==> config.mk <==
export PLATFORM = sky130hd
export DESIGN_NAME = csv_field_splitter_core
export DESIGN_NICKNAME = d
export VERILOG_FILES = /design/src/csvfs_pkg.sv /design/src/csvfs_cfg_regs.sv /design/src/csvfs_step.sv /design/src/csv_field_splitter_core.sv
export SDC_FILE = /design/constraint.sdc
export NUM_CORES = 1
export LEC_CHECK = 0
export ABC_AREA = 1
export BUFFER_PORTS_ARGS = -buffer_cell sky130_fd_sc_hd__buf_2
export CORE_MARGIN = 2
export CORE_UTILIZATION = 33
export CTS_BUF_LIST = sky130_fd_sc_hd__clkbuf_4 sky130_fd_sc_hd__clkbuf_8 sky130_fd_sc_hd__clkbuf_16
export DETAILED_ROUTE_END_ITERATION = 16
export HOLD_SLACK_MARGIN = 0.12
export PLACE_DENSITY_LB_ADDON = 0.08
export SYNTH_ARGS = -nofsm -noshare
export SYNTH_HDL_FRONTEND = slang
export SYNTH_HIERARCHICAL = 1
export SYNTH_SLANG_ARGS = --single-unit
==> constraint.sdc <==
create_clock -name clk -period 3.5 [get_ports clk]
set_input_delay 0.175 -clock clk [delete_from_list [all_inputs] [get_ports clk]]
set_output_delay 0.175 -clock clk [all_outputs]
set_load 0.01 [all_outputs]
==> src/csvfs_pkg.sv <==
// shared types, constants and character match helpers for the csv field splitter
package csvfs_pkg;

	localparam int DELIM_SLOTS = 4;
	localparam int QUOTE_SLOTS = 2;
	localparam int COUNT_BITS  = 8;

	localparam int DELIM_BITS  = 32;
	localparam int QUOTE_BITS  = 16;
	localparam int HEADER_BITS = 8;
	localparam int CHAR_BITS   = 8;
	localparam int CFG_DATA_BITS = 32;
	localparam int CFG_IDX_BITS  = 2;

	// slots that actually fit in the register
	localparam int DELIM_USED = (DELIM_SLOTS < DELIM_BITS / CHAR_BITS) ?
		DELIM_SLOTS : DELIM_BITS / CHAR_BITS;
	localparam int QUOTE_USED = (QUOTE_SLOTS < QUOTE_BITS / CHAR_BITS) ?
		QUOTE_SLOTS : QUOTE_BITS / CHAR_BITS;

	localparam logic [CHAR_BITS-1:0] BACKSLASH_CODE = 8'd92;
	localparam logic [CHAR_BITS-1:0] NUL_CODE       = 8'd0;
	localparam logic [COUNT_BITS-1:0] COUNT_MAX     = '1;
	localparam logic [HEADER_BITS-1:0] SKIP_MAX     = '1;

	localparam logic [DELIM_BITS-1:0]  DELIM_RESET  = 32'd44;
	localparam logic [QUOTE_BITS-1:0]  QUOTE_RESET  = 16'd34;
	localparam logic [HEADER_BITS-1:0] HEADER_RESET = 8'd0;

	typedef enum logic [CFG_IDX_BITS-1:0] {
		REG_DELIM  = 2'd0,
		REG_QUOTE  = 2'd1,
		REG_HEADER = 2'd2
	} cfg_reg_t;

	typedef struct packed {
		logic [CHAR_BITS-1:0] char_code;
		logic                 is_line_end;
	} in_t;

	typedef struct packed {
		logic [CHAR_BITS-1:0] out_char;
		logic                 char_valid;
		logic                 field_end;
		logic                 row_end;
		logic [7:0]           row_field_count;
	} out_t;

	typedef struct packed {
		logic [DELIM_BITS-1:0]  delimiter_chars;
		logic [QUOTE_BITS-1:0]  quote_chars;
		logic [HEADER_BITS-1:0] header_lines;
	} cfg_t;

	function automatic logic delim_match(input logic [DELIM_BITS-1:0] slots,
		input logic [CHAR_BITS-1:0] c);
		logic hit;
		hit = 1'b0;
		for (int i = 0; i < DELIM_USED; i++) begin
			if (slots[CHAR_BITS*i +: CHAR_BITS] != NUL_CODE &&
			    slots[CHAR_BITS*i +: CHAR_BITS] == c)
				hit = 1'b1;
		end
		return hit;
	endfunction

	function automatic logic quote_match(input logic [QUOTE_BITS-1:0] slots,
		input logic [CHAR_BITS-1:0] c);
		logic hit;
		hit = 1'b0;
		for (int i = 0; i < QUOTE_USED; i++) begin
			if (slots[CHAR_BITS*i +: CHAR_BITS] != NUL_CODE &&
			    slots[CHAR_BITS*i +: CHAR_BITS] == c)
				hit = 1'b1;
		end
		return hit;
	endfunction

endpackage

==> src/csvfs_cfg_regs.sv <==
// configuration registers of the csv field splitter
module csvfs_cfg_regs (
	input  logic                                 clk,
	input  logic                                 arst_n,
	input  logic                                 cfg_we,
	input  logic [csvfs_pkg::CFG_IDX_BITS-1:0]   cfg_index,
	input  logic [csvfs_pkg::CFG_DATA_BITS-1:0]  cfg_data,
	output csvfs_pkg::cfg_t                      cfg
);
	import csvfs_pkg::*;

	cfg_t cfg_q;

	always_ff @(posedge clk or negedge arst_n) begin
		if (!arst_n) begin
			cfg_q.delimiter_chars <= DELIM_RESET;
			cfg_q.quote_chars     <= QUOTE_RESET;
			cfg_q.header_lines    <= HEADER_RESET;
		end else if (cfg_we) begin
			case (cfg_reg_t'(cfg_index))
				REG_DELIM:  cfg_q.delimiter_chars <= cfg_data[DELIM_BITS-1:0];
				REG_QUOTE:  cfg_q.quote_chars     <= cfg_data[QUOTE_BITS-1:0];
				REG_HEADER: cfg_q.header_lines    <= cfg_data[HEADER_BITS-1:0];
				default:    ;
			endcase
		end
	end

	assign cfg = cfg_q;

endmodule

==> src/csvfs_step.sv <==
// tokenizer state and the per-word next-state and result logic
module csvfs_step (
	input  logic            clk,
	input  logic            arst_n,
	input  logic            adv,
	input  csvfs_pkg::in_t  item,
	input  csvfs_pkg::cfg_t cfg,
	output csvfs_pkg::out_t res
);
	import csvfs_pkg::*;

	logic                   escape_pending_q;
	logic [CHAR_BITS-1:0]   open_quote_q;
	logic                   field_nonempty_q;
	logic [COUNT_BITS-1:0]  fields_in_row_q;
	logic [HEADER_BITS-1:0] lines_skipped_q;

	logic                   escape_pending_d;
	logic [CHAR_BITS-1:0]   open_quote_d;
	logic                   field_nonempty_d;
	logic [COUNT_BITS-1:0]  fields_in_row_d;
	logic [HEADER_BITS-1:0] lines_skipped_d;
	logic [COUNT_BITS-1:0]  count_inc;
	logic [CHAR_BITS-1:0]   c;

	assign c = item.char_code;
	assign count_inc = (fields_in_row_q != COUNT_MAX) ?
		fields_in_row_q + COUNT_BITS'(1) : fields_in_row_q;

	always_comb begin
		escape_pending_d = escape_pending_q;
		open_quote_d     = open_quote_q;
		field_nonempty_d = field_nonempty_q;
		fields_in_row_d  = fields_in_row_q;
		lines_skipped_d  = lines_skipped_q;
		res              = '0;

		if (lines_skipped_q < cfg.header_lines) begin
			if (item.is_line_end && lines_skipped_q != SKIP_MAX)
				lines_skipped_d = lines_skipped_q + HEADER_BITS'(1);
		end else if (item.is_line_end) begin
			if (field_nonempty_q) begin
				res.field_end = 1'b1;
				res.row_field_count = (32'(count_inc) > 32'd255) ? 8'hFF : 8'(count_inc);
			end else begin
				res.row_field_count = (32'(fields_in_row_q) > 32'd255) ?
					8'hFF : 8'(fields_in_row_q);
			end
			res.row_end      = 1'b1;
			escape_pending_d = 1'b0;
			open_quote_d     = NUL_CODE;
			field_nonempty_d = 1'b0;
			fields_in_row_d  = '0;
		end else if (!escape_pending_q && c == BACKSLASH_CODE) begin
			escape_pending_d = 1'b1;
		end else if (escape_pending_q) begin
			escape_pending_d = 1'b0;
			res.out_char     = c;
			res.char_valid   = 1'b1;
			field_nonempty_d = 1'b1;
		end else if (open_quote_q == NUL_CODE && !field_nonempty_q &&
		             quote_match(cfg.quote_chars, c)) begin
			open_quote_d = c;
		end else if (open_quote_q != NUL_CODE && c == open_quote_q) begin
			open_quote_d = NUL_CODE;
		end else if (open_quote_q == NUL_CODE && delim_match(cfg.delimiter_chars, c)) begin
			res.field_end    = 1'b1;
			fields_in_row_d  = count_inc;
			field_nonempty_d = 1'b0;
		end else begin
			res.out_char     = c;
			res.char_valid   = 1'b1;
			field_nonempty_d = 1'b1;
		end
	end

	always_ff @(posedge clk or negedge arst_n) begin
		if (!arst_n) begin
			escape_pending_q <= 1'b0;
			open_quote_q     <= NUL_CODE;
			field_nonempty_q <= 1'b0;
			fields_in_row_q  <= '0;
			lines_skipped_q  <= '0;
		end else if (adv) begin
			escape_pending_q <= escape_pending_d;
			open_quote_q     <= open_quote_d;
			field_nonempty_q <= field_nonempty_d;
			fields_in_row_q  <= fields_in_row_d;
			lines_skipped_q  <= lines_skipped_d;
		end
	end

endmodule

==> src/csv_field_splitter_core.sv <==
// top level of the csv field splitter: input register, tokenizer step, result register
// Splits a byte stream into CSV fields, one word (a character or a line end) per
// cycle while the output is not stalled, with one result word per input word. A
// word is registered on entry, runs through the tokenizer logic and its result lands
// in the output register when the held word advances; the single tokenizer state
// update per word sets the rate. The input register absorbs one word while the
// output is stalled. Configuration is written through cfg_we, cfg_index and
// cfg_data while no word is in flight; the user must keep to this, the block does not enforce it.
module csv_field_splitter_core (
	input  logic                                clk,
	input  logic                                arst_n,
	input  logic                                cfg_we,
	input  logic [csvfs_pkg::CFG_IDX_BITS-1:0]  cfg_index,
	input  logic [csvfs_pkg::CFG_DATA_BITS-1:0] cfg_data,
	input  logic                                in_valid,
	output logic                                in_stall,
	input  csvfs_pkg::in_t                      in_word,
	output logic                                out_valid,
	input  logic                                out_stall,
	output csvfs_pkg::out_t                     out_word
);
	import csvfs_pkg::*;

	cfg_t cfg;
	in_t  in_word_s1;
	logic in_valid_s1;
	out_t res;
	out_t out_word_q;
	logic out_valid_q;
	logic adv;

	csvfs_cfg_regs u_cfg (
		.clk       (clk),
		.arst_n    (arst_n),
		.cfg_we    (cfg_we),
		.cfg_index (cfg_index),
		.cfg_data  (cfg_data),
		.cfg       (cfg)
	);

	csvfs_step u_step (
		.clk    (clk),
		.arst_n (arst_n),
		.adv    (adv),
		.item   (in_word_s1),
		.cfg    (cfg),
		.res    (res)
	);

	// the held word moves on whenever the output register is free or draining
	assign adv      = in_valid_s1 && (!out_valid_q || !out_stall);
	assign in_stall = in_valid_s1 && !adv;

	always_ff @(posedge clk or negedge arst_n) begin
		if (!arst_n) begin
			in_valid_s1 <= 1'b0;
		end else if (!in_stall) begin
			in_valid_s1 <= in_valid;
		end
	end

	always_ff @(posedge clk) begin
		if (in_valid && !in_stall)
			in_word_s1 <= in_word;
	end

	always_ff @(posedge clk or negedge arst_n) begin
		if (!arst_n) begin
			out_valid_q <= 1'b0;
		end else if (adv) begin
			out_valid_q <= 1'b1;
		end else if (!out_stall) begin
			out_valid_q <= 1'b0;
		end
	end

	always_ff @(posedge clk) begin
		if (adv)
			out_word_q <= res;
	end

	assign out_valid = out_valid_q;
	assign out_word  = out_word_q;

endmodule

; ---- Word level (Yosys, flattened, before mapping)
; Index checks and enable logic that the tools add are counted.
[classes]
add_sub_neg = 2
magnitude_cmp = 1
eq_ne = 19
n_mux = 49
n_bitwise = 2
n_reduce_logical = 43
[ops]
columns = op, n
row1 = two-way mux 8 bit, 13
row2 = == test 8 bit, 7
row3 = nonzero test 8 bit, 7
row4 = two-way mux 1 bit, 31
row5 = two-way mux 9 bit, 3
row6 = two-way mux 10 bit, 2
row7 = "adder 8 x 1 -> 8 bit, second input constant", 2
row8 = "inequality test 8 bit, second input constant", 2
row9 = logical AND 1 bit, 15
row10 = AND reduction 5 bit, 2
row11 = "== test 8 x 7 -> 1 bit, second input constant", 1
row12 = logical NOT 8 bit, 1
row13 = < comparator 8 bit, 1
row14 = "inequality test 2 bit, second input constant", 4
row15 = AND reduction 2 bit, 4
row16 = AND reduction 7 bit, 1
row17 = logical NOT 1 bit, 6
row18 = "inequality test 3 x 2 -> 1 bit, second input constant", 2
row19 = AND reduction 3 bit, 1
row20 = nonzero test 3 bit, 1
row21 = OR reduction 3 bit, 1
row22 = "== test 2 x 1 -> 1 bit, second input constant", 1
row23 = "== test 2 bit, second input constant", 1
row24 = logical NOT 2 bit, 1
row25 = other kinds (5), 6
[totals]
register_bits = 112
in_bits = 48
word_cells = 133

; ---- Depth between registers and ports, before layout
[depth]
word_depth = 21
depth_mapped = 16
mapped_depth_nobuf = 15

; ---- By module
; Netlist, hierarchy kept.
[modules_own_cells]
columns = module, n_inst, cells_each, area_per_inst_um2
row1 = csvfs_step, 1, 520, 3060.4
row2 = csvfs_cfg_regs, 1, 247, 2275.9
row3 = csv_field_splitter_core, 1, 40, 935.9

; ---- Worst setup path before layout
; No wires, ideal clock.
[synth_timing]
kind = register -> register
startpoint = register out_valid_q, in the netlist out_valid
endpoint = register u_step.lines_skipped_q[7]
setup_time_ps = 123
t_arrival_ps = 2713
setup_slack_ps = 664
path_stages_with_launch = 8
n_path_buf = 0
synth_period_minus_slack_ps = 2836
cell_sequence = dfrtp_1 > a21oi_1 > inv_1 > nor3_1 > nand2_1 > nor2_1 > nand3_1 > xnor2_1
[synth_between]
elab_chain_len = 4
[synth_rtl]
columns = item, line
row1 = start: declaration, csv_field_splitter_core.sv:29  ; logic out_valid_q;
row2 = start signal: assignment, csv_field_splitter_core.sv:69  ; out_valid_q <= 1'b0;
row3 = start signal: assignment, csv_field_splitter_core.sv:71  ; out_valid_q <= 1'b1;
row4 = start signal: assignment, csv_field_splitter_core.sv:73  ; out_valid_q <= 1'b0;
row5 = logical NOT 1 bit, csv_field_splitter_core.sv:51  ; assign adv = in_valid_s1 && (!out_valid_q || !out_stall);
row6 = logical OR 1 bit, csv_field_splitter_core.sv:51
row7 = logical AND 1 bit, csv_field_splitter_core.sv:51
row8 = via adv, csv_field_splitter_core.sv:30  ; logic adv;
row9 = AND reduction 3 bit (no source line), -
row10 = end signal: assignment, csvfs_step.sv:89  ; lines_skipped_q <= lines_skipped_d;
row11 = end: declaration, csvfs_step.sv:16  ; logic [HEADER_BITS-1:0] lines_skipped_q;
; The timed path passes the listed nets, and every way through them passes these cells.
; A chain may end at the register's enable or synchronous reset.

; ---- Worst setup path in the final report
[layout_timing]
startpoint = register in_word_s1[2] (netlist name)
endpoint = register u_step.fields_in_row_q[7]
[layout_between]
elab_chain_len = 15
elab_cells_between_ends = 39
[layout_rtl]
columns = item, line
row1 = start: declaration, csv_field_splitter_core.sv:25  ; in_t in_word_s1;
row2 = start signal: assignment, csv_field_splitter_core.sv:64  ; in_word_s1 <= in_word;
row3 = == test 8 bit, csvfs_pkg.sv:61  ; slots[CHAR_BITS*i +: CHAR_BITS] == c)
row4 = logical AND 1 bit, csvfs_pkg.sv:60  ; if (slots[CHAR_BITS*i +: CHAR_BITS] != NUL_CODE &&
row5 = two-way mux 1 bit (4 in a row), csvfs_pkg.sv:60
row6 = two-way mux 1 bit, csvfs_step.sv:64  ; end else if (open_quote_q != NUL_CODE && c == open_quote_q) begin
row7 = two-way mux 1 bit, csvfs_step.sv:61  ; end else if (open_quote_q == NUL_CODE && !field_nonempty_q &&
row8 = two-way mux 1 bit, csvfs_step.sv:56  ; end else if (escape_pending_q) begin
row9 = two-way mux 1 bit, csvfs_step.sv:54  ; end else if (!escape_pending_q && c == BACKSLASH_CODE) begin
row10 = two-way mux 1 bit, csvfs_step.sv:41  ; end else if (item.is_line_end) begin
row11 = two-way mux 1 bit, csvfs_step.sv:38  ; if (lines_skipped_q < cfg.header_lines) begin
row12 = logical AND 1 bit, csvfs_step.sv:66  ; end else if (open_quote_q == NUL_CODE && delim_match(cfg.delimiter_chars, c)) begin
row13 = nonzero test 2 bit (no source line), -
row14 = AND reduction 7 bit (no source line) *, -
row15 = end signal: assignment, csvfs_step.sv:88  ; fields_in_row_q <= fields_in_row_d;
row16 = end: declaration, csvfs_step.sv:15  ; logic [COUNT_BITS-1:0] fields_in_row_q;
; Mark *: on every way between the ends. The rest lies on a longest branch, timed or not. The select of a mux whose other input is x is not followed.

==> results by group <==
Clock network
  • Clock Latency Late Sink: 0.36 ns
  • H-Tree Depth: 3
  • Post-CTS setup buffers: 0
  • Root buf cell: clkbuf_16
  • Clock slew at reported path FFs: 0.08 ns
  • CTS resizes: 0
  • CTS buffer count: 9
  • CTS tree: done
  • Clk sink count: 112
  • Clock buffer depth: 2

Worst hold path
  • Min-Delay Path Class: in -> reg
  • Cells on Worst Hold Path: 3
  • Worst hold start: cfg_index[1]
  • Hold path endpoint: u_cfg/cfg[4]

Worst setup path
  • R2R setup slack: 0.99 ns
  • Worst r2r src: in_word_s1[2]
  • Critical path peak fanout: 11
  • CP required: 3.75 ns
  • Worst reg-to-reg path cell count: 15
  • CP Launch Type: flop
  • CP arrival: 2.76 ns
  • CP endpoint kind: flop
  • Crit Path Class: reg -> reg
  • R2r endpoint: u_step/fields_in_row_q[7]

Global routing
  • Global Route Usage Sum: 17.56%
  • Initial antenna violation count: 0
  • GR Overflow Total: 0
  • Vias in the first global route: 5065
  • First-pass GRT wire length: 27330 um
  • Largest net degree at the start of global routing: 75

Routing
  • WL per Instance: ~15 um
  • Routed WL: 17010 um
  • DRT antenna net count: 0
  • Vias: 5447
  • DRC Markers: 0
  • Initial DRC count: 344
  • Vias per cell: 4.761
  • Pre-antenna DRT Iters: 7

Pwr
  • Total power: between 3 and 4 mW
  • Switching pwr: 1.264 mW
  • Int Power: 2.488 mW
  • Register share of total power: 47.5%
  • Clock power share: 28.2%
  • Pwr/cell area: 501.0 mW/mm^2
  • Part of the power in combinational logic: 24.3%
  • Worst IR Drop VDD: 0.2173 mV
  • Sw Ratio: 33.69%
  • Leakage: ~3.7 nW

STA
  • RSZ-0062 raised after global routing: false
  • Fmax: 398.0 MHz
  • Setup-failing EPs final: 0
  • Slew HR: 34.82%
  • Hold slack: 0.2121 ns
  • Setup ws final: 0.9877 ns
  • Period Utilization, post-route: 71.78%
  • Worst Clk Skew: around 0.011 ns
  • Final worst path period need: between 2 and 3 ns
  • Slew at the pin closest to its max-slew limit: roughly 1 ns
  • Setup TNS: 0 ns
  • Max Slew Vio Count: 0
  • Final Hold Viols: 0

Place
  • DP Wirelength: 11810 um
  • Cell Area, Placed: 0.006740 sq mm
  • GP Congestion: 0.8477
  • Setup Slack @ Placement: 1.059 ns
  • Port Buffers: 68
  • Cell count after placement: about 1100

Finish
  • Share of post-route cells with drive strength above 1: 14.95%
  • Post-route cell area: 0.007488 sq mm
  • Number of diodes: 0
  • Final Util: 40.03%
  • Nets@finish: 962
  • Fin cells: roughly 1100
  • Area delta synth->final: 19.39%
  • FILL cells: about 1900

Floorplan
  • Core ar.: between 0.015 and 0.02 sq mm
  • Die Ht: 141.9 um
  • Top-level I/O count: 69
  • Die W: 141.9 um
  • Row count: 50
  • Starting density of the core: around a third
  • Die area: about 0.020 sq mm

Logic synthesis
  • Syn_nets: approximately 860
  • Netlist cell types: 41
  • Register area share after synthesis: a little under half
  • Mean Syn Cell Area: 7.772 sq um
  • Post-synth top area cell: dfrtp_1
  • Top-count cell post-synth: nand2_1
  • Post-synthesis register bit count: around 110
  • EDFF count, synth: 28
  • Top_reg_cell synth: dfrtp_1
  • Synth area leaders: dfrtp_1, nand2_1, edfxtp_1
  • Post-synthesis cell count: ~810
  • Mapped cell area: around 0.0063 sq mm
  • Post-synth ARST share: 75.00%
  • Synth cell count leaders: nand2_1, dfrtp_1, nor2_1
  • Top-area cell type share of the netlist area: 31.52%
  • Yosys warning total: 6

Outcome
  • Outcome: finished clean

Flow run
  • MaxCap Viol Count: 0
==> worst max path at each step <==
stage	start	end	slack (ns)	cells past startpoint
detailed placement	in_word_s1[2]	u_step/fields_in_row_q[5]	1.06	15
global placement	in_word_s1[2]	u_step/fields_in_row_q[7]	1.06	15
global route	in_word_s1[2]	u_step/fields_in_row_q[6]	0.73	15
CTS	in_word_s1[2]	u_step/fields_in_row_q[7]	1.04	15
finish	in_word_s1[2]	u_step/fields_in_row_q[7]	0.99	15
floorplan	out_valid	u_step/lines_skipped_q[7]	0.66	7
==> critical path: stages, from the launching register on <==
cell and delay [ns]:
edfxtp_1 0.76, inv_1 0.32, nand2_1 0.13, nand2_1 0.06
nor2_1 0.10, nand2_1 0.05, nor2_1 0.10, nand2_1 0.06
nand2_1 0.07, inv_1 0.05, nand2_1 0.08, nand3_2 0.09
nand2_2 0.22, nand2_2 0.17, nand2_1 0.10, nand2_1 0.05
==> area by class of cell <==
type	count	area, sq um	share of cell area [%]
clock buffers	11	240.2	3.208
flip-flops and latches	112	2949	39.38
multi-input cells	584	2809	37.51
inverters	81	316.6	4.227
clock inverters	5	57.56	0.7686
repair buffers	117	823.3	10.99
well taps	234	292.8	3.910
==> repair_timing <==
item                                   4_1_cts  5_1_grt
setup endpoints to repair                    0        0
hold buffers                                45        0
endpoints found under the hold margin      134        0
==> flip-flops by register name, summed over array words and instances, names as in the netlist <==
signal and flops:
u_step/lines_skipped_q 8, in_word_s1 9, u_step/escape_pending_q 1, u_step/field_nonempty_q 1, out_word 19, out_valid 1
u_step/open_quote_q 8, u_cfg/cfg 56, in_valid_s1 1, u_step/fields_in_row_q 8
==> layout by cell type, fill, tap and decap left out, drive strengths merged, types with 2 or more instances in the layout <==
| master | netlist | layout |
|---|---|---|
| nor3 | 7 | 7 |
| clkbuf | 4 | 11 |
| dfrtp | 79 | 79 |
| nand2 | 315 | 315 |
| nand3 | 70 | 70 |
| edfxtp | 28 | 28 |
| o21ai | 18 | 18 |
| a211oi | 7 | 7 |
| buf | 26 | 72 |
| nor4 | 2 | 2 |
| xnor2 | 18 | 18 |
| dlygate4sd3 | 0 | 45 |
| ha | 9 | 9 |
| inv | 80 | 82 |
| xor2 | 7 | 7 |
| a21oi | 8 | 8 |
| or2 | 2 | 2 |
| dfstp | 5 | 5 |
| nor2 | 80 | 80 |
| clkinv | 1 | 2 |
| nand4 | 34 | 34 |
==> metal layers <==
layer / up-vias / GRT usage (%) / wire length, um
li1: 2775 / - / -
met1: 2506 / 25.47 / 8623
met2: 148 / 26.85 / 7446
met3: 18 / 3.004 / 678
met4: 0 / 5.263 / 259
met5: - / 0 / 0
==> cell families after synthesis <==
| logic type | share of synthesized area (%) |
|---|---|
| and+or+nand+nor | 35.39 |
| DFF | 47.02 |
| buffers and inverters | 8.258 |
| AOI/OAI and AO/OA | 3.890 |
| xor gates and xnor gates | 3.491 |
| adders and majority gates | 1.795 |
| muxes | 0.1596 |
==> power by group through the flow <==
stage | combinational, mW | sequential (mW) | clock [mW]
floorplan | 0.682 | 1.71 | 0
global placement | 0.858 | 1.81 | 0
detailed placement | 0.871 | 1.81 | 0
CTS | 0.915 | 1.79 | 1.10
global route | 1.05 | 1.82 | 1.15
finish | 0.910 | 1.78 | 1.06
Note: power is estimated with default switching activity, not from simulation.
